**src/rtl/core/kli_ram.sv**
```systemverilog
// Generic single-write, single-read RAM with a registered read port.
// Depends on nothing; holds the keyframe table.
`default_nettype none

module kli_ram #(
	parameter int WIDTH = 160,
	parameter int DEPTH = 16
) (
	input  wire logic                     clk,
	input  wire logic                     we,
	input  wire logic [$clog2(DEPTH)-1:0] waddr,
	input  wire logic [WIDTH-1:0]         wdata,
	input  wire logic [$clog2(DEPTH)-1:0] raddr,
	output      logic [WIDTH-1:0]         rdata
);

	logic [WIDTH-1:0] mem_q [DEPTH];

	always_ff @(posedge clk) begin
		if (we) begin
			mem_q[waddr] <= wdata;
		end
		rdata <= mem_q[raddr];
	end

endmodule

`default_nettype wire

```
**config.mk**
```make
export PLATFORM = sky130hd
export DESIGN_NAME = kli_ram
export DESIGN_NICKNAME = d
export VERILOG_FILES = /design/src/rtl/core/kli_ram.sv
export SDC_FILE = /design/constraint.sdc
export NUM_CORES = 2
export LEC_CHECK = 0
export BUFFER_PORTS_ARGS = -buffer_cell sky130_fd_sc_hd__clkbuf_2
export CORE_ASPECT_RATIO = 1.1
export CORE_MARGIN = 1.5
export CORE_UTILIZATION = 66
export DETAILED_ROUTE_END_ITERATION = 10
export PLACE_DENSITY_LB_ADDON = 0.3
export SLEW_MARGIN = 30
export SYNTH_ARGS = -nofsm -noshare
export SYNTH_HDL_FRONTEND = slang
export SYNTH_SLANG_ARGS = --single-unit
```
**constraint.sdc**
```tcl
create_clock -name clk -period 45.5 [get_ports clk]
set_input_delay 9.1 -clock clk [delete_from_list [all_inputs] [get_ports clk]]
set_output_delay 9.1 -clock clk [all_outputs]
set_load 0.05 [all_outputs]
```
# Yosys cells after proc, flatten, opt, wreduce, memory -nomap -nowiden
# Memories as Yosys holds them, arrays and structs flattened. A register that Yosys moved wholly into a read port is not among the register bits.
# Cells that the tools add are included.
# word_totals
register_bits	0
latch_bits	0
ramBits	2560
mem_bits_ro	0
input_bits	170
out_inout_bits	160
word_cells	3
n_memories	1
# memory_table
memory	depth	width	read_ports	rd_ports_with_merged_regs	wr	line_no	source
mem_q	16	160	1	1	1	17	logic [WIDTH-1:0] mem_q [DEPTH];
# classes
n_addsub	0
n_mul	0
n_div	0
n_lt_le_gt_ge	0
eq_ne	0
n_shift	0
muxes	2
bitwise_logic	0
reduce_logical	0
# ops
op	count
1-bit 2-to-1 mux	2

# Longest topological paths before layout
# depth
ltp_word	2
mapped_depth	7
ltp_nobuf	3

# Worst setup path before layout
# No wires, ideal clock.
# synth_timing
path_kind	input-to-reg
startpoint	input port waddr[2]
endpoint	memory mem_q[0][0] (enable)
setup_time_ns	0.878
t_arrival_ns	20.398
required_time_ns	44.622
slack_ns	24.224
cell_stages	2
n_path_buf	0
path_cell_list	or3b_2 -> nor3_1
# synth_lines
element	line_no	source
start: declaration	11	input wire logic [$clog2(DEPTH)-1:0] waddr,
end: declaration	17	
# Straight into the memory's write port.

==> flow_metrics.tcl <==
set metrics [dict create \
    post-layout-total-power_uw 5180 \
    fillerInstances 7741 \
    worstMarginPinSlew_ns 1.23 \
    total_neg_setup_slack_ns 0 \
    postSynthNetCount 4361 \
    syn_inst 4191 \
    floorplan.rows 149 \
    worst_path_required_ns 46.24 \
    post_cts_resized 0 \
    outcome "complete, no violations" \
    design.core.area_mm2 0.150 \
    drc_errors 0 \
    post_synth_num_cell_types 27 \
    design.final.nets 4798 \
    io-pin-count 330 \
    placed_cell_area_mm2 0.103 \
    final_max_slew_viol_count 0 \
    drt.antenna.violating_nets 0 \
    synth-warning-count 0 \
    achievable-frequency_mhz 77.1 \
    timing.critical_path.to_type "flip-flop" \
    cts_tree "built" \
    synth_mux_area_share_pct 14.8 \
    finalWirelength_um 223000 \
    dieWidth_um 373 \
    mostFrequentLayoutCell "sky130_fd_sc_hd__edfxtp_1" \
    area.growth.synth_to_final_pct 12.5 \
    gpl.final_weighted_congestion 0.726 \
    clock_sinks 2720 \
    fp.dieH_um 410 \
    syn_area_mm2 0.0993 \
    detail_route.wl_per_cell_um 32.7 \
    ctsRootBufferMaster "sky130_fd_sc_hd__clkbuf_16" \
    worst-path-max-fanout 73 \
    antenna_found_initial 39 \
    cp_data_arrival_time_ns 13.71 \
    grt_pass1_wl_um 326000 \
    placement.io_buffers 329 \
    clock_insertion_delay_worst_skew_ns 0.87 \
    synth_top_family_by_area "multiplexers" \
    synthXorXnorAreaFrac_pct 0 \
    cts_buffer_depth 3 \
    synth.yosys.seq_area_share_pct 80.6 \
    rsz0062_at_grt "no" \
    top_library_cells_by_usage_in_the_layout_fill_and_taps_aside "sky130_fd_sc_hd__edfxtp_1, sky130_fd_sc_hd__mux4_2, sky130_fd_sc_hd__clkbuf_2" \
    synthAdderAreaFrac_pct 0 \
    largest_net_degree_at_the_start_of_global_routing 159 \
    grt_pass1_vias 47900 \
    leakagePower_uw 0.0360 \
    count_of_hold_buffers_inserted_by_post_cts_repair 0 \
    initial_core_util_pct 66.3 \
    synth_simple_gate_area_share_pct 0.922 \
    timing.hold.worst.class "reg2reg" \
    timing.max_slew.rel_slack_pct 18.2 \
    detailedRoute.firstIterationViolations 6012 \
    layout.cell_area.non_filler_mm2 0.112 \
    global_route.overflow_total 0 \
    number_of_cts_inserted_buffers 241 \
    post-route-min-period_ns 12.97 \
    routed_via_count_divided_by_cell_count 6.83 \
    cts.reportedPaths.clkPinSlew_ns 0.06 \
    layout-drive-gt1-share_pct 30.6 \
    synth_area_per_cell_um2 23.7 \
    final-setup-viol-count 0 \
    ir_drop_mv 0.0397 \
    die-area_mm2 0.153 \
    h_tree_level_count 4 \
    hold_viol 0 \
    worst-setup-path-type "in2reg" \
    fin_skew_ns 0.0263 \
    post-cts-setup-buffer-count 0 \
    postSynthRegisterBits 2720 \
    setup.worst_path.start_class "primary input" \
    hpwlAfterDp_um 103000 \
    compound_gate_portion_of_the_synthesized_area_pct 2.58 \
    maxCapViolations 0 \
    portion_of_the_clock_cycle_consumed_by_the_worst_path_in_the_final_layout_pct 28.5 \
    globalRouteTotalUtil_pct 29.7 \
    route.vias.total 46600 \
    drt_pass1_iterations 6 \
    p_per_area_mw_per_mm2 46.4 \
]
[cell usage after synthesis]
library cell,n,area share (%)
sky130_fd_sc_hd__edfxtp_1,2560,77
sky130_fd_sc_hd__mux4_2,595,13
sky130_fd_sc_hd__a22oi_1,266,2.0
sky130_fd_sc_hd__dfxtp_1,160,3.2
sky130_fd_sc_hd__nand2_1,117,0.44
sky130_fd_sc_hd__buf_2,104,0.52
sky130_fd_sc_hd__mux2_2,81,0.92
sky130_fd_sc_hd__clkbuf_1,80,0.30
sky130_fd_sc_hd__mux2i_1,35,0.35
sky130_fd_sc_hd__nor2b_1,34,0.21
sky130_fd_sc_hd__o221ai_1,28,0.25
sky130_fd_sc_hd__buf_4,27,0.20
sky130_fd_sc_hd__nand2b_1,21,0.13
sky130_fd_sc_hd__a221oi_1,17,0.15
sky130_fd_sc_hd__o21ai_0,17,0.086
sky130_fd_sc_hd__nor2_1,14,0.053
sky130_fd_sc_hd__buf_1,9,0.034
sky130_fd_sc_hd__o22a_1,9,0.079
sky130_fd_sc_hd__nor3_1,4,0.020
sky130_fd_sc_hd__and2_1,3,0.019
sky130_fd_sc_hd__buf_6,2,0.023
sky130_fd_sc_hd__nand3b_1,2,0.015
sky130_fd_sc_hd__o21ai_1,2,0.010
sky130_fd_sc_hd__nand3_1,1,0.0050
sky130_fd_sc_hd__nor2_2,1,0.0063
sky130_fd_sc_hd__or2_2,1,0.0063
sky130_fd_sc_hd__or3b_2,1,0.0088
[layer usage]
| layer | part of all wire [%] | global-route usage (%) | up-vias | wire length (um) |
|---|---|---|---|---|
| li1 | - | - | 18800 | - |
| met1 | 37 | 42.2 | 24700 | 82300 |
| met2 | 51 | 48.6 | 2735 | 114000 |
| met3 | 9.9 | 5.27 | 352 | 22100 |
| met4 | 2.2 | 8.52 | 28 | 4960 |
| met5 | 0.080 | 0 | - | 178 |
[state kept, by name, indices dropped and copies added (netlist names)]
signal / flops
mem_q: 2560
rdata: 160
[logic make-up (layout without fill, tap and decap cells)]
kind of cell | Yosys count | in the layout
and+or+nand+nor | 199 | 199
other | 0 | 18
muxes | 711 | 711
DFF | 2720 | 2720
buffers and inverters | 222 | 877
AOI/OAI and AO/OA | 339 | 339
[metrics by stage]
step,cells,setup WS [ns],hold WS (ns),utilization (%)
6_report,6827,32.53,0.658,74.6
5_1_grt,6821,32.38,0.690,74.6
4_1_cts,6803,32.25,0.659,74.5
3_5_place_dp,6342,31.42,0.649,69.1
3_3_place_gp,6336,31.49,0.645,69.0
2_1_floorplan,4191,24.22,0.635,-
[final timing paths]
check,to,from,depth (start not counted),slack (ns)
worst max register to register,rdata[19]$_DFF_P_,mem_q[9][19]$_DFFE_PP_,3,43.87
worst max-delay path,rdata[69]$_DFF_P_,raddr[1],9,32.53
worst min-delay path,rdata[60]$_DFF_P_,mem_q[15][60]$_DFFE_PP_,3,0.66
worst min register to register,rdata[60]$_DFF_P_,mem_q[15][60]$_DFFE_PP_,3,0.66
[worst max-delay path, cell delays in order]
cell,delay (ns)
sky130_fd_sc_hd__buf_8,0.44
sky130_fd_sc_hd__buf_4,0.78
sky130_fd_sc_hd__buf_4,0.85
sky130_fd_sc_hd__buf_6,0.70
sky130_fd_sc_hd__buf_4,0.61
sky130_fd_sc_hd__buf_12,0.30
sky130_fd_sc_hd__mux4_2,0.33
sky130_fd_sc_hd__a22oi_1,0.22
sky130_fd_sc_hd__nand2_1,0.11
[where the power goes]
group / leakage [uW] / switching [uW] / internal, uW
clock network: 0.00395 / 883 / 1170
registers: 0.0245 / 24.5 / 2800
logic: 0.00759 / 198 / 98.0
total: 0.0360 / 1110 / 4070
[final cells by class]
cell class,count,area [um^2],area share [%]
sequential,2720,80100,71.7
multi-input combinational,1249,18300,16.4
clock buffer,326,6630,5.93
timing repair buffer,416,2770,2.48
tap,1963,2460,2.20
clock inverter,135,1440,1.29
antenna,18,45.0,0.0403
Power figures use the tool's default switching activity.
