$ cat config.mk
export PLATFORM = sky130hd
export DESIGN_NAME = kli_ctrl
export DESIGN_NICKNAME = d
export VERILOG_FILES = /design/src/rtl/core/kli_pkg.sv /design/src/rtl/core/kli_ctrl.sv
export SDC_FILE = /design/constraint.sdc
export NUM_CORES = 1
export LEC_CHECK = 0
export BUFFER_PORTS_ARGS = -buffer_cell sky130_fd_sc_hd__buf_2
export CORE_MARGIN = 5
export CORE_UTILIZATION = 46
export CTS_CLUSTER_SIZE = 12
export DETAILED_ROUTE_END_ITERATION = 12
export PLACE_DENSITY = 0.74
export SLEW_MARGIN = 20
export SYNTH_ARGS = -nofsm -noshare
export SYNTH_HDL_FRONTEND = slang
export SYNTH_SLANG_ARGS = --single-unit
$ cat constraint.sdc
create_clock -name clk -period 1.6 [get_ports clk]
set_input_delay 0.16 -clock clk [delete_from_list [all_inputs] [get_ports clk]]
set_output_delay 0.16 -clock clk [all_outputs]
set_load 0.02 [all_outputs]
$ cat src/rtl/core/kli_pkg.sv
// Shared types and constants of the keyframe linear interpolator.
// Depends on nothing; kli_ctrl, kli_dp and the top level in rtl/core import it.
`default_nettype none

package kli_pkg;

	localparam int MAX_KEYFRAMES = 16;
	localparam int CHANNELS      = 5;
	localparam int CH_W          = 32;
	localparam int KEY_W         = CHANNELS * CH_W;
	localparam int SLOT_W        = $clog2(MAX_KEYFRAMES);
	localparam int FRAMES_W      = 5;
	localparam int STEPS_W       = 16;
	localparam int CFG_IDX_W     = 1;
	localparam int CFG_DATA_W    = 16;

	// Restoring division: one quotient bit of the 33-bit magnitude per cycle.
	localparam int DIV_STEPS     = CH_W + 1;
	localparam int DIV_CNT_W     = $clog2(DIV_STEPS);

	localparam logic [STEPS_W-1:0]  STEPS_RESET  = 16'd600;
	localparam logic [FRAMES_W-1:0] FRAMES_RESET = 5'd0;

	// Item modes.
	localparam logic [1:0] MODE_TICK   = 2'd0;
	localparam logic [1:0] MODE_WRITE  = 2'd1;
	localparam logic [1:0] MODE_TOGGLE = 2'd2;

	// Configuration register indexes.
	localparam logic [CFG_IDX_W-1:0] REG_FRAMES = 1'd0;
	localparam logic [CFG_IDX_W-1:0] REG_STEPS  = 1'd1;

	typedef struct packed {
		logic [1:0]        mode;
		logic [SLOT_W-1:0] frame_slot;
		logic signed [31:0] key_x;
		logic signed [31:0] key_y;
		logic signed [31:0] key_z;
		logic signed [31:0] key_yaw;
		logic signed [31:0] key_roll;
	} kli_item_t;

	typedef struct packed {
		logic signed [31:0] pose_x;
		logic signed [31:0] pose_y;
		logic signed [31:0] pose_z;
		logic signed [31:0] pose_yaw;
		logic signed [31:0] pose_roll;
		logic               playing;
		logic [3:0]         segment;
		logic               finished;
	} kli_result_t;

	typedef enum logic [2:0] {
		ST_IDLE,
		ST_WRITE,
		ST_RD_CUR,
		ST_RD_NXT,
		ST_LOAD,
		ST_DIVIDE,
		ST_FIX,
		ST_DONE
	} kli_state_t;

	// Commands from the controller to the datapath.
	typedef struct packed {
		logic accept;
		logic do_start;
		logic do_stop;
		logic do_end;
		logic do_advance;
		logic do_step;
		logic ram_write;
		logic rd_nxt;
		logic load_cur;
		logic load_pose;
		logic load_div;
		logic div_run;
		logic fix_inc;
		logic publish;
	} kli_cmd_t;

	// Status from the datapath to the controller.
	typedef struct packed {
		logic playing;
		logic can_start;
		logic at_boundary;
		logic last_segment;
		logic res_free;
	} kli_stat_t;

endpackage

`default_nettype wire

$ cat src/rtl/core/kli_ctrl.sv
// Controller of the keyframe interpolator: decodes each word and sequences
// table writes and reads, the division of all five lanes and the result hand-off. Uses kli_pkg.
`default_nettype none

module kli_ctrl (
	input  wire logic               clk,
	input  wire logic               arst_n,
	input  wire logic               cmd_valid,
	output      logic               cmd_ready,
	input  wire logic [1:0]         mode,
	input  wire kli_pkg::kli_stat_t stat,
	output      kli_pkg::kli_cmd_t  ctl
);
	import kli_pkg::*;

	typedef enum logic [2:0] {
		OP_NONE,
		OP_WRITE,
		OP_START,
		OP_STOP,
		OP_END,
		OP_ADVANCE,
		OP_STEP
	} kli_op_t;

	localparam logic [DIV_CNT_W-1:0] DIV_LAST = DIV_CNT_W'(DIV_STEPS - 1);

	kli_state_t           state_q, state_nx;
	kli_op_t              op;
	logic [DIV_CNT_W-1:0] cnt_q;
	logic                 load_pose_q;
	logic                 accept;

	assign cmd_ready = (state_q == ST_IDLE);
	assign accept    = cmd_valid && cmd_ready;

	// What the incoming word does, given the present play state.
	always_comb begin
		op = OP_NONE;
		case (mode)
			MODE_WRITE: op = OP_WRITE;
			MODE_TOGGLE: op = stat.can_start ? OP_START : OP_STOP;
			MODE_TICK: begin
				if (stat.playing) begin
					if (!stat.at_boundary) begin
						op = OP_STEP;
					end else if (stat.last_segment) begin
						op = OP_END;
					end else begin
						op = OP_ADVANCE;
					end
				end
			end
			default: op = OP_NONE;
		endcase
	end

	always_comb begin
		state_nx = state_q;
		case (state_q)
			ST_IDLE: begin
				if (accept) begin
					case (op)
						OP_WRITE: state_nx = ST_WRITE;
						OP_START, OP_ADVANCE: state_nx = ST_RD_CUR;
						default: state_nx = ST_DONE;
					endcase
				end
			end
			ST_WRITE:  state_nx = ST_DONE;
			ST_RD_CUR: state_nx = ST_RD_NXT;
			ST_RD_NXT: state_nx = ST_LOAD;
			ST_LOAD:   state_nx = ST_DIVIDE;
			ST_DIVIDE: state_nx = (cnt_q == DIV_LAST) ? ST_FIX : ST_DIVIDE;
			ST_FIX:    state_nx = ST_DONE;
			ST_DONE:   state_nx = stat.res_free ? ST_IDLE : ST_DONE;
			default:   state_nx = ST_IDLE;
		endcase
	end

	always_comb begin
		ctl = '0;
		case (state_q)
			ST_IDLE: begin
				ctl.accept     = accept;
				ctl.do_start   = accept && (op == OP_START);
				ctl.do_stop    = accept && (op == OP_STOP);
				ctl.do_end     = accept && (op == OP_END);
				ctl.do_advance = accept && (op == OP_ADVANCE);
				ctl.do_step    = accept && (op == OP_STEP);
			end
			ST_WRITE: ctl.ram_write = 1'b1;
			ST_RD_CUR: ctl.rd_nxt = 1'b0;
			ST_RD_NXT: begin
				ctl.rd_nxt    = 1'b1;
				ctl.load_cur  = 1'b1;
				ctl.load_pose = load_pose_q;
			end
			ST_LOAD:   ctl.load_div = 1'b1;
			ST_DIVIDE: ctl.div_run = 1'b1;
			ST_FIX:    ctl.fix_inc = 1'b1;
			ST_DONE:   ctl.publish = stat.res_free;
			default:   ctl = '0;
		endcase
	end

	always_ff @(posedge clk or negedge arst_n) begin
		if (!arst_n) begin
			state_q     <= ST_IDLE;
			cnt_q       <= '0;
			load_pose_q <= 1'b0;
		end else begin
			state_q <= state_nx;
			if (state_q == ST_DIVIDE) begin
				cnt_q <= cnt_q + 1'b1;
			end else begin
				cnt_q <= '0;
			end
			if (ctl.do_start) begin
				load_pose_q <= 1'b1;
			end else if (ctl.do_advance) begin
				load_pose_q <= 1'b0;
			end
		end
	end

	a_div_enter: assert property (@(posedge clk) disable iff (!arst_n)
		state_q == ST_LOAD |=> (state_q == ST_DIVIDE && cnt_q == '0))
		else $error("division did not start from a cleared count");

	a_div_runs: assert property (@(posedge clk) disable iff (!arst_n)
		(state_q == ST_DIVIDE && cnt_q != DIV_LAST) |=> state_q == ST_DIVIDE)
		else $error("division left before its last quotient bit");

	a_word_taken: assert property (@(posedge clk) disable iff (!arst_n)
		accept |=> state_q != ST_IDLE)
		else $error("accepted word was not processed");

endmodule

`default_nettype wire

======== After elaboration in Yosys (flattened, before gate mapping) ========
Cells that the tools add are included.
storage, ports and cells
  register bits after elaboration ......... 10
  output and inout bits ................... 15
  logic and storage cells ................. 53
operators by class
  add/subtract/negate cells ............... 1
  eq/ne operators ......................... 17
  mux-type cells .......................... 21
  reduce and logical (&&, ||, !) cells .... 11
operators with widths
  cell                                                 count
  equality test 3 bit, second input constant           7
  one-hot mux 3 bit (7 select lines)                   1
  equality test 3 x 2 -> 1 bit, second input constant  4
  2-to-1 mux 6 bit                                     2
  2-to-1 mux 1 bit                                     10
  2-to-1 mux 3 bit                                     3
  one-hot mux 3 bit (3 select lines)                   1
  adder 6 x 1 -> 6 bit, second input constant          1
  equality test 3 x 1 -> 1 bit, second input constant  2
  equality test 6 bit, second input constant           1
  logical AND 1 bit                                    6
  2-to-1 mux 2 bit                                     3
  one-hot mux 3 bit (2 select lines)                   1
  OR reduction 2 bit                                   2
  zero test 3 bit                                      1
  equality test 2 x 1 -> 1 bit, second input constant  1
  equality test 2 bit, second input constant           1
  zero test 2 bit                                      1
  != test 2 x 1 -> 1 bit, second input constant        1
  nonzero test 2 bit                                   1

======== Depth between registers and ports, before layout ========
Gate-level depths: netlist of run 1.
  word-level depth ........................ 9
  depth in mapped cells ................... 5
  gate-level depth less buffers ........... 5

======== Least setup slack after synthesis of run 1 ========
Ideal clock, no wire load.
  path kind ............................... register to output
  start point ............................. register state_q[2]
  end point ............................... output port ctl[11] (netlist name)
  data arrival time ....................... 1554 ps
  slack ................................... -114 ps
  stages on the path, launching flop included .. 5
  path buffers ............................ 1
  path through ............................ dfrtp_1 -> buf_2 -> nor3_4 -> nand2_1 -> nor3b_1
RTL lines
  what                    RTL line         RTL
  from (decl)             kli_ctrl.sv:28   kli_state_t state_q, state_nx;
  from (signal assigned)  kli_ctrl.sv:113  state_q <= state_nx;
  to (decl)               kli_ctrl.sv:12   output kli_pkg::kli_cmd_t ctl

==> metrics, run 1 <==
GR Util All Layers 16.1%; critical path arrival 1.42 ns; Worst-path clk slew 0.07 ns; Seq pwr share 34.1%; post-synth top area share 38.5%; Layout Skew 0.000420 ns; # DRC 0; Gate Count Post-Synth 76; DPL Wire Length 1150 um; Cell variety after synth 30; CORE AREA 1320 um2; highest routed metal layer met4; CTS Buf Count 3; max_slew headroom 73.8%; maximum vdd ir drop 0.846 mV; Fill cells 116; Final Max Slew Viols 0; Static Leak 0.000452 uW; CP max FO 4; n_diodes 0; routability congestion estimate 0.734; syn nets 88; synthesized area per cell 8.56 um2; CTS tree built; Routed met3 length 97 um; Clk Tree Root Cell clkbuf_4; Yosys top cell by area dfrtp_1; ys async rst share 100%; pwr dens 1330 nW/um2; register bit count reported by yosys 10; Final Cycle Share 98.8%; minimum clock period 1.58 ns; outcome finished clean; Psw 484 uW; Fmax achieved 632 MHz; FF/Latch Area 253 um2; drt via density 5.30; DRT iter0 DRCs 11; first-pass GRT wire length 2500 um; top cells by area, synth dfrtp_1, nor2_1, nor3b_1, nand2_1, ha_1; RSZ-0062 raised after global routing yes; Layout area overhead 35.4%; Routed Antenna Nets 0; GRT Residual Overflow 0; Total Wirelength 1610 um; largest net degree at the start of global routing 11; Critical Path Start Type register; share of layout cells above drive strength 1 36.4%; DRT Pass-1 Iters 4; CP required 1.44 ns; met2 wire length 851 um; endpoints failing hold 0; initial core utilization 49.4%; port bufs 24; maximum capacitance violations 0; Crit Path Class reg2out; chip height 47.6 um; clock latency at the later pin of the worst-skew pair 0.26 ns; area occupied by multi-input gates 373 um2; vias in the first global route 598; Synth Cell Area 651 um2; yosys warns 0; hold slack 0.217 ns; internal cell power 687 uW; Sw Ratio 41.3%; clock network power share 19.6%; post-synthesis sequential area ratio 38.5%; main flop type after synthesis dfrtp_1; CTS Buffer Depth 2; worst-margin pin slew 0.389 ns; setup TNS 0 ns; row count 13; WL met1 646 um; die area 2270 um2; Final setup viols 0; final core utilization 66.9%; EDFF count, synth 0; via count 646; die width 47.6 um; # H-tree levels 1; Critical Path End Type output pin; top cells by count, synth dfrtp_1, nor2_1, nand2_1; Final #Nets 120; combinational share of power 46.3%; HP Class in2reg; I/O pins 25; initial antenna violation count 0; clk sinks 10; wire length per cell 13.2 um
[metrics by stage]
step | area [um2] | setup slack, ns | instances | power (uW)
finish | 881 | 0.0185 | 122 | 1170
global route | 881 | -0.0827 | 122 | 1250
CTS | 853 | 0.00552 | 121 | 1170
detailed placement | 787 | 0.134 | 114 | 906
global placement | 787 | 0.183 | 114 | 903
floorplan | 651 | -0.114 | 76 | 742
[flip-flops by register name (all words and copies together), names as in the netlist]
register,cells
cnt_q,6
state_q,3
load_pose_q,1
[power groups by stage]
| stage | Sequential [uW] | Clock (uW) | Combinational (uW) |
|---|---|---|---|
| after global placement | 407 | 0 | 496 |
| after CTS | 399 | 233 | 536 |
| after floorplan | 368 | 0 | 374 |
| final | 399 | 229 | 543 |
| after detailed placement | 411 | 0 | 495 |
| after global routing | 406 | 246 | 603 |
[repair_timing]
| action | 4_1_cts | 5_1_grt |
|---|---|---|
| buffers inserted | 2 | 1 |
| endpoints found under the setup margin | 6 | 5 |
| pin swaps | 2 | 2 |
| hold endpoints to repair | 10 | 0 |
| gates resized for setup | 3 | 6 |
| hold buffers | 1 | 0 |
[placed cells by master (no fill, tap or decap), types with 6 or more instances in the layout]
| cell type | Yosys | layout |
|---|---|---|
| nand2_1 | 7 | 6 |
| buf_4 | 1 | 9 |
| dfrtp_1 | 10 | 8 |
| nor2_1 | 10 | 10 |
| buf_2 | 1 | 20 |
| inv_1 | 6 | 6 |
[cells by family (layout without fill, tap and decap cells)]
family	count (synthesis)	in the layout	synth area share, %
AOI/OAI and AO/OA	13	13	13.5
xor gates and xnor gates	3	3	4.04
adders and majority gates	2	2	3.85
buffers and inverters	9	40	6.15
DFF	10	10	38.5
and+or+nand+nor	39	39	34.0
[final timing paths]
check	start	end	slack (ns)	depth (start not counted)
setup / recovery	state_q[1]$_DFFE_PN0P_	ctl[13]	0.02	5
hold / removal	cmd_valid	state_q[0]$_DFFE_PN0P_	0.22	3
setup reg to reg	cnt_q[2]$_DFF_PN0_	state_q[1]$_DFFE_PN0P_	0.13	3
hold reg to reg	cnt_q[0]$_DFF_PN0_	cnt_q[0]$_DFF_PN0_	0.48	1
max in group asynchronous	arst_n	state_q[1]$_DFFE_PN0P_	1.11	2
min in group asynchronous	arst_n	cnt_q[3]$_DFF_PN0_	0.28	2
[final cells by class]
class	count	share of cell area, %
Inverter	6	2.56
Multi-Input combinational cell	57	42.3
Sequential cell	10	28.7
Clock buffer	4	4.12
Tap cell	15	2.13
Timing Repair Buffer	30	20.2
[worst max-delay path: stages (launching register included)]
cell and delay (ns):
dfrtp_2 0.43, nor3_4 0.27, buf_4 0.18, nand2_1 0.08, inv_1 0.05, buf_2 0.15
[metal layers]
layer  up-vias  global-route usage [%]
met4         0                    6.45
li1        323                       -
met2        19                    28.6
met3         2                    4.14
met5         -                       0
met1       302                    18.3
(Power assumes the default switching activity.)
==> run 2, diff against run 1 <==
--- a/config.mk
+++ b/config.mk
@@ -10,7 +10,7 @@
 export CORE_UTILIZATION = 46
 export CTS_CLUSTER_SIZE = 12
 export DETAILED_ROUTE_END_ITERATION = 12
-export PLACE_DENSITY = 0.74
+export PLACE_DENSITY = 0.87
 export SLEW_MARGIN = 20
 export SYNTH_ARGS = -nofsm -noshare
 export SYNTH_HDL_FRONTEND = slang
==> run 2 against run 1 <==
Effect of this change: critical path depth down 1; combinational power shrank 1%; non-clock buffer count did not move; worst hold slack worse by 0.027 ns.
==> metrics, run 2 (same netlist as run 1, synthesis figures left out) <==
outcome finished clean; CTS Buf Count 3; DRT iter0 DRCs 16; internal cell power 639 uW; worst-margin pin slew 0.320 ns; # H-tree levels 1; n_diodes 0; vias in the first global route 585; Top reg by flops cnt_q; WHS Endpoint state_q[0]$_DFFE_PN0P_; Critical Path End Type output pin; die area 2270 um2; CTS Buffer Depth 2; DRT Pass-1 Iters 4; Seq pwr share 36.9%; setup ws final 0.0365 ns; Final #Nets 120; chip height 47.6 um; Fill cells 109; Crit Path Class reg2out; most frequent cells in the layout buf_2, nor2_1, buf_4, dfrtp_1; clock network power share 14.6%; maximum capacitance violations 0; Final setup viols 0; Routed Antenna Nets 0; I/O pins 25; GR Util All Layers 15.4%; clk sinks 10; critical path arrival 1.40 ns; share of layout cells above drive strength 1 36.8%; cell family contributing the most delay on the critical path simple AND/OR/NAND/NOR gates; Worst R2R Start cnt_q[3]$_DFF_PN0_; CP max FO 4; Hold Crit Depth 3; Worst path slowest cell dfrtp_2; Layout Skew 0.00799 ns; HP Class in2reg; via count 648; CP required 1.44 ns; drt via density 5.36; wire length per cell 12.9 um; Clk Tree Root Cell clkbuf_4; maximum vdd ir drop 0.965 mV; RSZ-0062 raised after global routing yes; port bufs 24; routability congestion estimate 0.852; most common cell after layout, fill and taps aside buf_2; max reg flops 6; Final Cycle Share 97.7%; CP peak stage delay 0.43 ns; Worst Min Path Start cmd_valid; Critical Path Start Type register; crit-path cells nor3_4 -> nand4_1 -> nor2b_1 -> buf_4; Largest regs cnt_q x6, state_q x3, load_pose_q x1; initial antenna violation count 0; Bufs and invs on worst path 1; Place WS 0.189 ns; Final Max Slew Viols 0; max_slew headroom 78.5%; # DRC 0; Static Leak 0.000444 uW; clock latency at the later pin of the worst-skew pair 0.26 ns; R2R Setup Slk 0.24 ns; CTS tree built; Worst-path clk slew 0.06 ns; first-pass GRT wire length 2450 um; Fmax achieved 640 MHz; combinational share of power 48.5%; endpoints failing hold 0; R2R cell count 3; R2R Path End state_q[1]$_DFFE_PN0P_; CORE AREA 1320 um2; pwr dens 1270 nW/um2; Psw 465 uW; largest net degree at the start of global routing 11; Sw Ratio 42.1%; GRT Residual Overflow 0; Layout area overhead 33.5%; initial core utilization 49.4%; Total Wirelength 1560 um; die width 47.6 um; row count 13; DPL Wire Length 1180 um; minimum clock period 1.56 ns; final core utilization 65.9%
[run 2: cell types whose count changed in the layout (fill, tap and decap cells not counted)]
cell,before,now
dfrtp_2,2,3
dfrtp_1,8,7
clkbuf_8,1,0
[run 2: how the worst max path moves through the flow]
stage	from	end	depth (start not counted)
finish	state_q[1]$_DFFE_PN0P_	ctl[10]	4
floorplan	state_q[2]$_DFFE_PN0P_	ctl[11]	4
CTS	state_q[2]$_DFFE_PN0P_	ctl[8]	4
global route	state_q[1]$_DFFE_PN0P_	ctl[9]	4
detailed placement	state_q[2]$_DFFE_PN0P_	ctl[8]	4
global placement	state_q[2]$_DFFE_PN0P_	ctl[8]	4
[run 2: power by group through the flow]
| stage | sequential, uW | clock [uW] | combinational (uW) |
|---|---|---|---|
| 2_1_floorplan | 368 | 0 | 374 |
| 3_3_place_gp | 424 | 0 | 460 |
| 3_5_place_dp | 431 | 0 | 472 |
| 4_1_cts | 405 | 169 | 539 |
| 5_1_grt | 417 | 184 | 599 |
| 6_report | 407 | 161 | 536 |
[run 2: metal layers]
layer	routed length, um	vias to the layer above	GRT usage (%)	part of all wire [%]
met5	0	-	0	0
met1	650	305	18.4	42
li1	-	325	-	-
met2	783	16	26.7	50
met3	117	2	5.64	7.5
met4	4	0	3.23	0.26
[run 2: what timing repair did]
item | in CTS | in global routing
endpoints found under the setup margin | 5 | 5
hold buffers | 1 | 0
hold endpoints to repair | 10 | 0
resized for setup | 4 | 6
pin swaps | 1 | 2
buffers inserted | 2 | 1
[run 2: per-stage QoR]
| step | cell area (um2) | setup TNS [ns] | total power (uW) | hold slack, ns | std cells |
|---|---|---|---|---|---|
| final | 868 | 0 | 1100 | 0.190 | 121 |
| after floorplan | 651 | -0.228 | 742 | -0.136 | 76 |
| after detailed placement | 787 | 0 | 903 | 0.0287 | 114 |
| after global placement | 787 | 0 | 884 | 0.0314 | 114 |
| after global routing | 868 | -0.234 | 1200 | 0.218 | 121 |
| after CTS | 841 | 0 | 1110 | 0.179 | 120 |
[run 2: cell type report]
type                       instances  area [um2]  area share (%)
timing repair buffer              30         178            20.5
tap                               15        18.8            2.16
sequential                        10         254            29.3
clock buffer                       3        22.5            2.59
multi-input combinational         57         373            42.9
inverter                           6        22.5            2.59
[run 2: worst min-delay path, cell delays in order]
cell	delay, ns
buf_2	0.11
nand2_1	0.07
o32ai_1	0.07
