**src/rtl/core/kli_pkg.sv**
```systemverilog
// Shared types and constants of the keyframe linear interpolator.
// Depends on nothing; kli_ctrl, kli_dp and the top level in rtl/core import it.
`default_nettype none

package kli_pkg;

	localparam int MAX_KEYFRAMES = 16;
	localparam int CHANNELS      = 5;
	localparam int CH_W          = 32;
	localparam int KEY_W         = CHANNELS * CH_W;
	localparam int SLOT_W        = $clog2(MAX_KEYFRAMES);
	localparam int FRAMES_W      = 5;
	localparam int STEPS_W       = 16;
	localparam int CFG_IDX_W     = 1;
	localparam int CFG_DATA_W    = 16;

	// Restoring division: one quotient bit of the 33-bit magnitude per cycle.
	localparam int DIV_STEPS     = CH_W + 1;
	localparam int DIV_CNT_W     = $clog2(DIV_STEPS);

	localparam logic [STEPS_W-1:0]  STEPS_RESET  = 16'd600;
	localparam logic [FRAMES_W-1:0] FRAMES_RESET = 5'd0;

	// Item modes.
	localparam logic [1:0] MODE_TICK   = 2'd0;
	localparam logic [1:0] MODE_WRITE  = 2'd1;
	localparam logic [1:0] MODE_TOGGLE = 2'd2;

	// Configuration register indexes.
	localparam logic [CFG_IDX_W-1:0] REG_FRAMES = 1'd0;
	localparam logic [CFG_IDX_W-1:0] REG_STEPS  = 1'd1;

	typedef struct packed {
		logic [1:0]        mode;
		logic [SLOT_W-1:0] frame_slot;
		logic signed [31:0] key_x;
		logic signed [31:0] key_y;
		logic signed [31:0] key_z;
		logic signed [31:0] key_yaw;
		logic signed [31:0] key_roll;
	} kli_item_t;

	typedef struct packed {
		logic signed [31:0] pose_x;
		logic signed [31:0] pose_y;
		logic signed [31:0] pose_z;
		logic signed [31:0] pose_yaw;
		logic signed [31:0] pose_roll;
		logic               playing;
		logic [3:0]         segment;
		logic               finished;
	} kli_result_t;

	typedef enum logic [2:0] {
		ST_IDLE,
		ST_WRITE,
		ST_RD_CUR,
		ST_RD_NXT,
		ST_LOAD,
		ST_DIVIDE,
		ST_FIX,
		ST_DONE
	} kli_state_t;

	// Commands from the controller to the datapath.
	typedef struct packed {
		logic accept;
		logic do_start;
		logic do_stop;
		logic do_end;
		logic do_advance;
		logic do_step;
		logic ram_write;
		logic rd_nxt;
		logic load_cur;
		logic load_pose;
		logic load_div;
		logic div_run;
		logic fix_inc;
		logic publish;
	} kli_cmd_t;

	// Status from the datapath to the controller.
	typedef struct packed {
		logic playing;
		logic can_start;
		logic at_boundary;
		logic last_segment;
		logic res_free;
	} kli_stat_t;

endpackage

`default_nettype wire

```
**src/rtl/core/kli_dp.sv**
```systemverilog
// Datapath of the keyframe interpolator: configuration, pose, increments,
// five division lanes, play state and the result register. Uses kli_pkg.
`default_nettype none

module kli_dp (
	input  wire logic                              clk,
	input  wire logic                              arst_n,
	input  wire kli_pkg::kli_item_t                item,
	input  wire kli_pkg::kli_cmd_t                 ctl,
	output      kli_pkg::kli_stat_t                stat,
	input  wire logic                              cfg_we,
	input  wire logic [kli_pkg::CFG_IDX_W-1:0]     cfg_index,
	input  wire logic [kli_pkg::CFG_DATA_W-1:0]    cfg_data,
	output      logic                              ram_we,
	output      logic [kli_pkg::SLOT_W-1:0]        ram_waddr,
	output      logic [kli_pkg::KEY_W-1:0]         ram_wdata,
	output      logic [kli_pkg::SLOT_W-1:0]        ram_raddr,
	input  wire logic [kli_pkg::KEY_W-1:0]         ram_rdata,
	output      logic                              res_valid,
	input  wire logic                              res_ready,
	output      kli_pkg::kli_result_t              res
);
	import kli_pkg::*;

	localparam logic signed [CH_W-1:0] S32_MAX = {1'b0, {(CH_W-1){1'b1}}};
	localparam logic signed [CH_W-1:0] S32_MIN = {1'b1, {(CH_W-1){1'b0}}};

	logic [FRAMES_W-1:0] frames_q;
	logic [STEPS_W-1:0]  steps_q;
	logic [FRAMES_W-1:0] frames_eff;
	logic [STEPS_W-1:0]  steps_eff;

	logic                play_q;
	logic                fin_q;
	logic [3:0]          seg_q;
	logic [STEPS_W-1:0]  step_q;

	logic signed [CH_W-1:0] pose_q [CHANNELS];
	logic signed [CH_W-1:0] inc_q  [CHANNELS];
	logic signed [CH_W-1:0] cur_s1 [CHANNELS];
	logic [CH_W:0]          dvd_q  [CHANNELS];
	logic [STEPS_W-1:0]     rem_q  [CHANNELS];
	logic                   neg_q  [CHANNELS];

	logic signed [CH_W-1:0] pose_sum [CHANNELS];
	logic [CH_W:0]          mag_nx   [CHANNELS];
	logic                   neg_nx   [CHANNELS];
	logic [STEPS_W-1:0]     rem_nx   [CHANNELS];
	logic                   qbit     [CHANNELS];
	logic signed [CH_W-1:0] inc_nx   [CHANNELS];

	kli_item_t   item_q;
	kli_result_t res_q;
	logic        res_valid_q;

	function automatic logic signed [CH_W-1:0] sat_add(input logic signed [CH_W-1:0] a,
		input logic signed [CH_W-1:0] b);
		logic [CH_W:0] s;
		s = {a[CH_W-1], a} + {b[CH_W-1], b};
		if (s[CH_W] != s[CH_W-1]) begin
			return s[CH_W] ? S32_MIN : S32_MAX;
		end
		return s[CH_W-1:0];
	endfunction

	// Signed quotient from sign and 33-bit magnitude, clamped to 32 bits.
	function automatic logic signed [CH_W-1:0] sat_quot(input logic neg,
		input logic [CH_W:0] mag);
		logic [CH_W:0] neg_lim;
		neg_lim = {2'b01, {(CH_W-1){1'b0}}};
		if (neg) begin
			if (mag > neg_lim) begin
				return S32_MIN;
			end
			return CH_W'(~mag[CH_W-1:0] + 1'b1);
		end
		if (mag > {2'b00, {(CH_W-1){1'b1}}}) begin
			return S32_MAX;
		end
		return mag[CH_W-1:0];
	endfunction

	assign frames_eff = (frames_q > FRAMES_W'(MAX_KEYFRAMES)) ? FRAMES_W'(MAX_KEYFRAMES)
		: frames_q;
	assign steps_eff  = (steps_q == '0) ? STEPS_W'(1) : steps_q;

	assign stat.playing      = play_q;
	assign stat.can_start    = !play_q && (frames_eff > FRAMES_W'(1));
	assign stat.at_boundary  = (step_q >= steps_eff);
	assign stat.last_segment = ({2'b00, seg_q} + 6'd3) > {1'b0, frames_eff};
	assign stat.res_free     = !res_valid_q || res_ready;

	assign ram_we    = ctl.ram_write && ({1'b0, item_q.frame_slot} < (SLOT_W+1)'(MAX_KEYFRAMES));
	assign ram_waddr = item_q.frame_slot;
	assign ram_wdata = {item_q.key_roll, item_q.key_yaw, item_q.key_z, item_q.key_y,
		item_q.key_x};
	assign ram_raddr = ctl.rd_nxt ? SLOT_W'(seg_q + 1'b1) : SLOT_W'(seg_q);

	// Per-lane arithmetic: pose step, difference load, one division bit, finish.
	always_comb begin
		logic [CH_W:0]      diff;
		logic [STEPS_W:0]   trial;
		logic [STEPS_W:0]   sub;
		logic signed [CH_W-1:0] nk;
		for (int c = 0; c < CHANNELS; c++) begin
			pose_sum[c] = sat_add(pose_q[c], inc_q[c]);
			nk          = ram_rdata[c*CH_W +: CH_W];
			diff        = {nk[CH_W-1], nk} - {cur_s1[c][CH_W-1], cur_s1[c]};
			neg_nx[c]   = diff[CH_W];
			mag_nx[c]   = diff[CH_W] ? (~diff + 1'b1) : diff;
			trial       = {rem_q[c], dvd_q[c][CH_W]};
			sub         = trial - {1'b0, steps_eff};
			qbit[c]     = (trial >= {1'b0, steps_eff});
			rem_nx[c]   = qbit[c] ? sub[STEPS_W-1:0] : trial[STEPS_W-1:0];
			inc_nx[c]   = sat_quot(neg_q[c], dvd_q[c]);
		end
	end

	always_ff @(posedge clk or negedge arst_n) begin
		if (!arst_n) begin
			frames_q <= FRAMES_RESET;
			steps_q  <= STEPS_RESET;
		end else if (cfg_we) begin
			case (cfg_index)
				REG_FRAMES: frames_q <= cfg_data[FRAMES_W-1:0];
				REG_STEPS:  steps_q  <= cfg_data[STEPS_W-1:0];
				default: ;
			endcase
		end
	end

	always_ff @(posedge clk or negedge arst_n) begin
		if (!arst_n) begin
			play_q <= 1'b0;
			fin_q  <= 1'b0;
			seg_q  <= '0;
			step_q <= '0;
			for (int c = 0; c < CHANNELS; c++) begin
				pose_q[c] <= '0;
				inc_q[c]  <= '0;
			end
		end else begin
			if (ctl.accept) begin
				fin_q <= ctl.do_end;
			end
			if (ctl.do_start) begin
				play_q <= 1'b1;
				seg_q  <= '0;
				step_q <= '0;
			end
			if (ctl.do_stop) begin
				play_q <= 1'b0;
			end
			if (ctl.do_end) begin
				play_q <= 1'b0;
				seg_q  <= '0;
			end
			if (ctl.do_advance) begin
				seg_q  <= seg_q + 1'b1;
				step_q <= '0;
			end
			if (ctl.do_step) begin
				step_q <= step_q + 1'b1;
			end
			for (int c = 0; c < CHANNELS; c++) begin
				if (ctl.do_step) begin
					pose_q[c] <= pose_sum[c];
				end else if (ctl.load_pose) begin
					pose_q[c] <= ram_rdata[c*CH_W +: CH_W];
				end
				if (ctl.fix_inc) begin
					inc_q[c] <= inc_nx[c];
				end
			end
		end
	end

	// Division lanes, captured word and result payload; no reset needed.
	always_ff @(posedge clk) begin
		if (ctl.accept) begin
			item_q <= item;
		end
		for (int c = 0; c < CHANNELS; c++) begin
			if (ctl.load_cur) begin
				cur_s1[c] <= ram_rdata[c*CH_W +: CH_W];
			end
			if (ctl.load_div) begin
				dvd_q[c] <= mag_nx[c];
				neg_q[c] <= neg_nx[c];
				rem_q[c] <= '0;
			end else if (ctl.div_run) begin
				dvd_q[c] <= {dvd_q[c][CH_W-1:0], qbit[c]};
				rem_q[c] <= rem_nx[c];
			end
		end
		if (ctl.publish) begin
			res_q.pose_x    <= pose_q[0];
			res_q.pose_y    <= pose_q[1];
			res_q.pose_z    <= pose_q[2];
			res_q.pose_yaw  <= pose_q[3];
			res_q.pose_roll <= pose_q[4];
			res_q.playing   <= play_q;
			res_q.segment   <= seg_q;
			res_q.finished  <= fin_q;
		end
	end

	always_ff @(posedge clk or negedge arst_n) begin
		if (!arst_n) begin
			res_valid_q <= 1'b0;
		end else if (ctl.publish) begin
			res_valid_q <= 1'b1;
		end else if (res_ready) begin
			res_valid_q <= 1'b0;
		end
	end

	assign res_valid = res_valid_q;
	assign res       = res_q;

	a_no_overwrite: assert property (@(posedge clk) disable iff (!arst_n)
		ctl.publish |-> (!res_valid_q || res_ready))
		else $error("result register overwritten before it was taken");

	a_fin_stops: assert property (@(posedge clk) disable iff (!arst_n)
		(res_valid_q && res_q.finished) |-> !res_q.playing)
		else $error("finished reported while still playing");

endmodule

`default_nettype wire

```
**config.mk**
```make
export PLATFORM = sky130hd
export DESIGN_NAME = kli_dp
export DESIGN_NICKNAME = d
export VERILOG_FILES = /design/src/rtl/core/kli_pkg.sv /design/src/rtl/core/kli_dp.sv
export SDC_FILE = /design/constraint.sdc
export NUM_CORES = 2
export LEC_CHECK = 0
export ABC_AREA = 0
export BUFFER_PORTS_ARGS = -buffer_cell sky130_fd_sc_hd__buf_2
export CORE_MARGIN = 3
export CORE_UTILIZATION = 40
export CTS_CLUSTER_DIAMETER = 40
export CTS_CLUSTER_SIZE = 8
export DETAILED_ROUTE_END_ITERATION = 10
export GPL_ROUTABILITY_DRIVEN = 0
export HOLD_SLACK_MARGIN = 0.12
export PLACE_DENSITY = 0.57
export RECOVER_POWER = 100
export SLEW_MARGIN = 0
export SYNTH_ARGS = -nofsm -noshare
export SYNTH_HDL_FRONTEND = slang
export SYNTH_SLANG_ARGS = --single-unit
```
**constraint.sdc**
```tcl
create_clock -name clk -period 4.9 [get_ports clk]
set_clock_uncertainty 0.1 [all_clocks]
set_input_delay 0.49 -clock clk [delete_from_list [all_inputs] [get_ports clk]]
set_output_delay 0.49 -clock clk [all_outputs]
set_load 0.01 [all_outputs]
```
* After elaboration in Yosys (flattened, before gate mapping)
Memories as Yosys holds them, arrays and structs flattened.
Index checks and enable logic that the tools add are counted.
Widths: inputs -> output; s select.
** Storage, ports and cells
- Flip-flop bits (word level) :: 694
- Memory bits (writable) :: 410
- Output and inout bits :: 341
- Logic and storage cells :: 246
- Memories kept :: 4
** Cells by class
- Add/subtract/negate cells :: 28
- $lt $le $gt $ge :: 19
- Equality and inequality tests :: 5
- Multiplexer cells :: 126
- Bitwise logic cells :: 21
- Reduce and logical (&&, ||, !) cells :: 12
** Memory list
- dvd_q :: depth 5, width 33, read ports 5, clocked after memory_dff 0, wr ports 5, RTL line kli_dp.sv:41 : logic [CH_W:0] dvd_q [CHANNELS];
- cur_s1 :: depth 5, width 32, read ports 5, clocked after memory_dff 0, wr ports 5, RTL line kli_dp.sv:40 : logic signed [CH_W-1:0] cur_s1 [CHANNELS];
- rem_q :: depth 5, width 16, read ports 5, clocked after memory_dff 0, wr ports 5, RTL line kli_dp.sv:42 : logic [STEPS_W-1:0] rem_q [CHANNELS];
- neg_q :: depth 5, width 1, read ports 5, clocked after memory_dff 0, wr ports 5, RTL line kli_dp.sv:43 : logic neg_q [CHANNELS];
** Operator list (count)
- $mux 32 :: 55
- $mux 33 :: 10
- $mux 16 :: 14
- $add 32x32->33 :: 5
- $add 33x1->33 const B :: 5
- $gt 33x31->1 const B :: 5
- $gt 33x32->1 const B :: 5
- $not 33->33 :: 5
- $sub 32x32->33 :: 5
- $add 32x1->32 const B :: 5
- $not 32->32 :: 5
- $ge 17x16->1 :: 5
- $sub 16x16->16 :: 5
- $mux 1 :: 42
- $add 16x1->16 const B :: 1
- $ge 16x16->1 :: 1
- $logic_not 16->1 :: 1
- $mux 4 :: 4
- $or 1x1->1 :: 10
- $reduce_bool 3->1 :: 3
- $add 4x2->5 const B :: 1
- $gt 5x1->1 const B :: 1
- $gt 5x5->1 :: 1
- $gt 5x5->1 const B :: 1
- 9 further kinds :: 16

* Logic depth before layout (Yosys ltp)
- Word-level depth :: 8
- Mapped depth :: 17
- Gate-level depth less buffers :: 15

* Worst setup path after synthesis
Ideal clock, no wire load.
- Kind :: input to register
- From :: in ram_rdata[32] in the netlist's numbering
- To :: mem dvd_q[1][30] in the netlist's numbering (data pin)
- Arrival time :: 3.706 ns
- Required time :: 4.530 ns
- Path slack :: 0.823 ns
- Stages on the path :: 14
- Cell sequence :: inv_1 ha_1 fa_1 nor2b_1 o31a_1 a21oi_1 o21ba_2 nor4bb_1 and3_1 or4b_2 nor3_1 a31oi_1 xor2_1 a21oi_1
** RTL lines
- from (decl) :: RTL line kli_dp.sv:18 : input wire logic [kli_pkg::KEY_W-1:0] ram_rdata,
- to (decl) :: RTL line kli_dp.sv:41

==> impl_metrics.json <==
{
  "async_reset_ff_share_pct": 32.97,
  "drc": 0,
  "synth-edff-count": 740,
  "cp-start-kind": "input port",
  "row_count": 154,
  "core-area_um2": 176700,
  "timing.final.max_slew_violations": 491,
  "slew_headroom_pct": -148.3,
  "fillers": 16500,
  "wl_met2_um": 109800,
  "setup_viol": 0,
  "drive_above_1_share_pct": 8.488,
  "grt_pass1_wl_um": 357500,
  "synth_xor_area_share_pct": 5.509,
  "hold_path.startpoint": "ctl[4]",
  "clockBufferDepth": 3,
  "p_total_w": 0.05010,
  "root_buffer": "clkbuf_16",
  "syn_to_final_growth_pct": 22.60,
  "rsz0062_at_grt": "no",
  "grt_max_degree": 108,
  "leakage_nw": 34.82,
  "wl_per_cell_um": 21.31,
  "worstSkewPairLatency_ns": 0.85,
  "required_ns": 5.39,
  "start_util_pct": 40.40,
  "dp_cells": 10250,
  "power_density_nw_per_um2": 572.5,
  "synth-seq-cells": 1104,
  "dieArea_um2": 183600,
  "synthCells": 7417,
  "seq_area_frac_synth_pct": 43.89,
  "maxCapViolations": 8,
  "synth_compound_area_share_pct": 20.73,
  "die_w_um": 428.5,
  "post_cts_buffers": 0,
  "grt_pass1_vias": 59590,
  "numPortBuffers": 697,
  "crit_arrival_ns": 5.15,
  "ant_nets": 0,
  "synthSimpleGateAreaFrac_pct": 14.75,
  "mostFrequentLayoutCells": "751 x nor2_1, 740 x edfxtp_1, 676 x a21oi_1, 596 x clkbuf_1, 500 x nand2_1",
  "fin_crit_sh_pct": 95.05,
  "dr.pass1.iters": 6,
  "syn_nets": 8232,
  "tightest_slew_ns": 3.725,
  "synth_warnings": 0,
  "numCtsBuffers": 213,
  "multi_input_area_um2": 37440,
  "maxUsedRoutingLayer": "met4",
  "clk_transition_reported_paths_ns": 0.05,
  "outcome": "finished, violations left",
  "yosysUniqueCellTypes": 104,
  "hold_class": "in2reg",
  "syn_area_um2": 71390,
  "cts_max_level": 4,
  "wl_met1_um": 100700,
  "synthAdderAreaFrac_pct": 8.115,
  "instances_no_fill": 11000,
  "worstSetupStartpoint": "ram_rdata[0]",
  "seqCellArea_um2": 31340,
  "synth_top_family_by_area": "compound AO/OA/AOI/OAI gates",
  "io_pins": 702,
  "fmax_ghz": 0.2147,
  "crit_type": "in2reg",
  "cts_tree": "yes",
  "end_kind": "register",
  "antenna_found_initial": 7,
  "finalHoldViolations": 0,
  "cp_max_fo": 5,
  "die_h_um": 428.5,
  "syn_avg_cell_area_um2": 9.625,
  "clock-sinks": 1104,
  "r2r_start": "dvd_q[2][0]",
  "hpwl_um": 175800,
  "final_common_cell": "nor2_1",
  "gr-usage-all-layers_pct": 24.70,
  "num_vias": 62130,
  "viasPerCell": 5.646,
  "synthMuxAreaShare_pct": 3.309,
  "tns_ns": 0,
  "synth_ff_type": "edfxtp_1",
  "finalCriticalPeriod_ns": 4.658,
  "violations": "capacitance limit, slew limit",
  "drtIter0Drc": 4522,
  "drt_wl_total_um": 234400,
  "dr_wl_met3_um": 11730,
  "final_nets": 9300,
  "grt-ovfl-total": 0,
  "vdd.ir_drop.worst_uv": 371.0
}
[final cells by class]
type | count | share of cell area (%)
Antenna cell | 4 | 0.01144
Clock buffer | 282 | 6.680
Clock inverter | 107 | 1.358
Inverter | 348 | 1.495
Multi-Input combinational cell | 5625 | 42.77
Sequential cell | 1104 | 35.80
Tap cell | 2340 | 3.345
Timing Repair Buffer | 1193 | 8.533
[cell families (layout without fill, tap and decap cells)]
logic type | after synthesis | count (layout)
xor gates and xnor gates | 449 | 449
buffers and inverters | 688 | 1930
AOI/OAI and AO/OA | 2297 | 2297
other | 0 | 4
muxes | 231 | 231
and+or+nand+nor | 2194 | 2194
adders and majority gates | 454 | 454
DFF | 1104 | 1104
[metal layers]
| layer | global-route usage [%] | vias up |
|---|---|---|
| li1 | - | 29940 |
| met4 | 11.17 | 0 |
| met5 | 0 | - |
| met2 | 40.95 | 1786 |
| met1 | 31.86 | 29950 |
| met3 | 3.758 | 454 |
[per-stage QoR]
stage | hold slack (ns) | instance area (um^2) | setup slack [ns] | utilization, %
after floorplan | 0.09441 | 71390 | 0.8232 | -
after global placement | 0.3297 | 77820 | 0.3184 | 44.04
after detailed placement | 0.3324 | 77820 | 0.2296 | 44.04
after CTS | 0.1399 | 88440 | 0.1838 | 50.05
after global routing | 0.2099 | 87520 | 0.03851 | 49.53
final | 0.2251 | 87520 | 0.2424 | 49.53
[critical path, stage by stage]
cell and delay, ns:
dlygate4sd3_1 0.55, clkbuf_1 0.19, inv_1 0.07, ha_1 0.23, fa_1 0.41, nor2b_1 0.16, o31a_1 0.20, a21oi_1 0.16
a2111oi_0 0.66, buf_4 0.22, o211a_1 0.24, o21a_1 0.17, nor2_1 0.08, or4_1 0.57, o41ai_1 0.48, xor2_1 0.19
a21oi_1 0.08
[power breakdown]
| part | internal, W | switching [W] |
|---|---|---|
| Sequential | 0.0127 | 0.00239 |
| Combinational | 0.00861 | 0.0122 |
| Clock | 0.00918 | 0.00504 |
[timing repair]
action	in CTS	in global routing
setup endpoints to repair	1	0
endpoints found under the hold margin	737	0
gates resized for setup	1	0
hold buffers	358	0
[path summary, 6_finish.rpt]
check | to | slack [ns] | cells after the start
setup / recovery | dvd_q[0][31] | 0.24 | 17
hold / removal | pose_q[120] | 0.23 | 3
setup reg to reg | inc_q[68] | 0.25 | 13
hold reg to reg | res[0] | 0.34 | 0
max in group asynchronous | frames_q[3] | 0.82 | 3
min in group asynchronous | pose_q[136] | 0.93 | 2
[sequential cells by signal (all words and copies together) (netlist names)]
register,cells
neg_q,5
ram_wdata,160
play_q,1
inc_q,160
pose_q,160
steps_q,16
res_valid,1
fin_q,1
res,166
seg_q,4
cur_s1,160
dvd_q,165
ram_waddr,4
rem_q,80
step_q,16
frames_q,5
[synthesized netlist by cell type, types with 73 or more instances]
cell	number	share of area, %
dfrtp_1	360	13
nor3_1	186	1.3
o21a_1	103	1.1
a21o_1	191	2.0
a31oi_1	130	1.1
a22oi_1	77	0.81
edfxtp_1	740	31
o31ai_1	73	0.77
xor2_1	176	2.2
xnor2_1	273	3.3
nand2_1	499	2.6
nand3_1	130	0.91
nand4_1	115	1.0
nor2_1	754	4.0
o21ai_0	433	3.0
ha_1	439	7.7
a211oi_1	97	1.0
a21oi_1	674	4.7
inv_1	348	1.8
mux2i_1	191	2.7
clkbuf_1	308	1.6
or3_1	81	0.71
No activity file was read; power rests on OpenSTA's default activity.
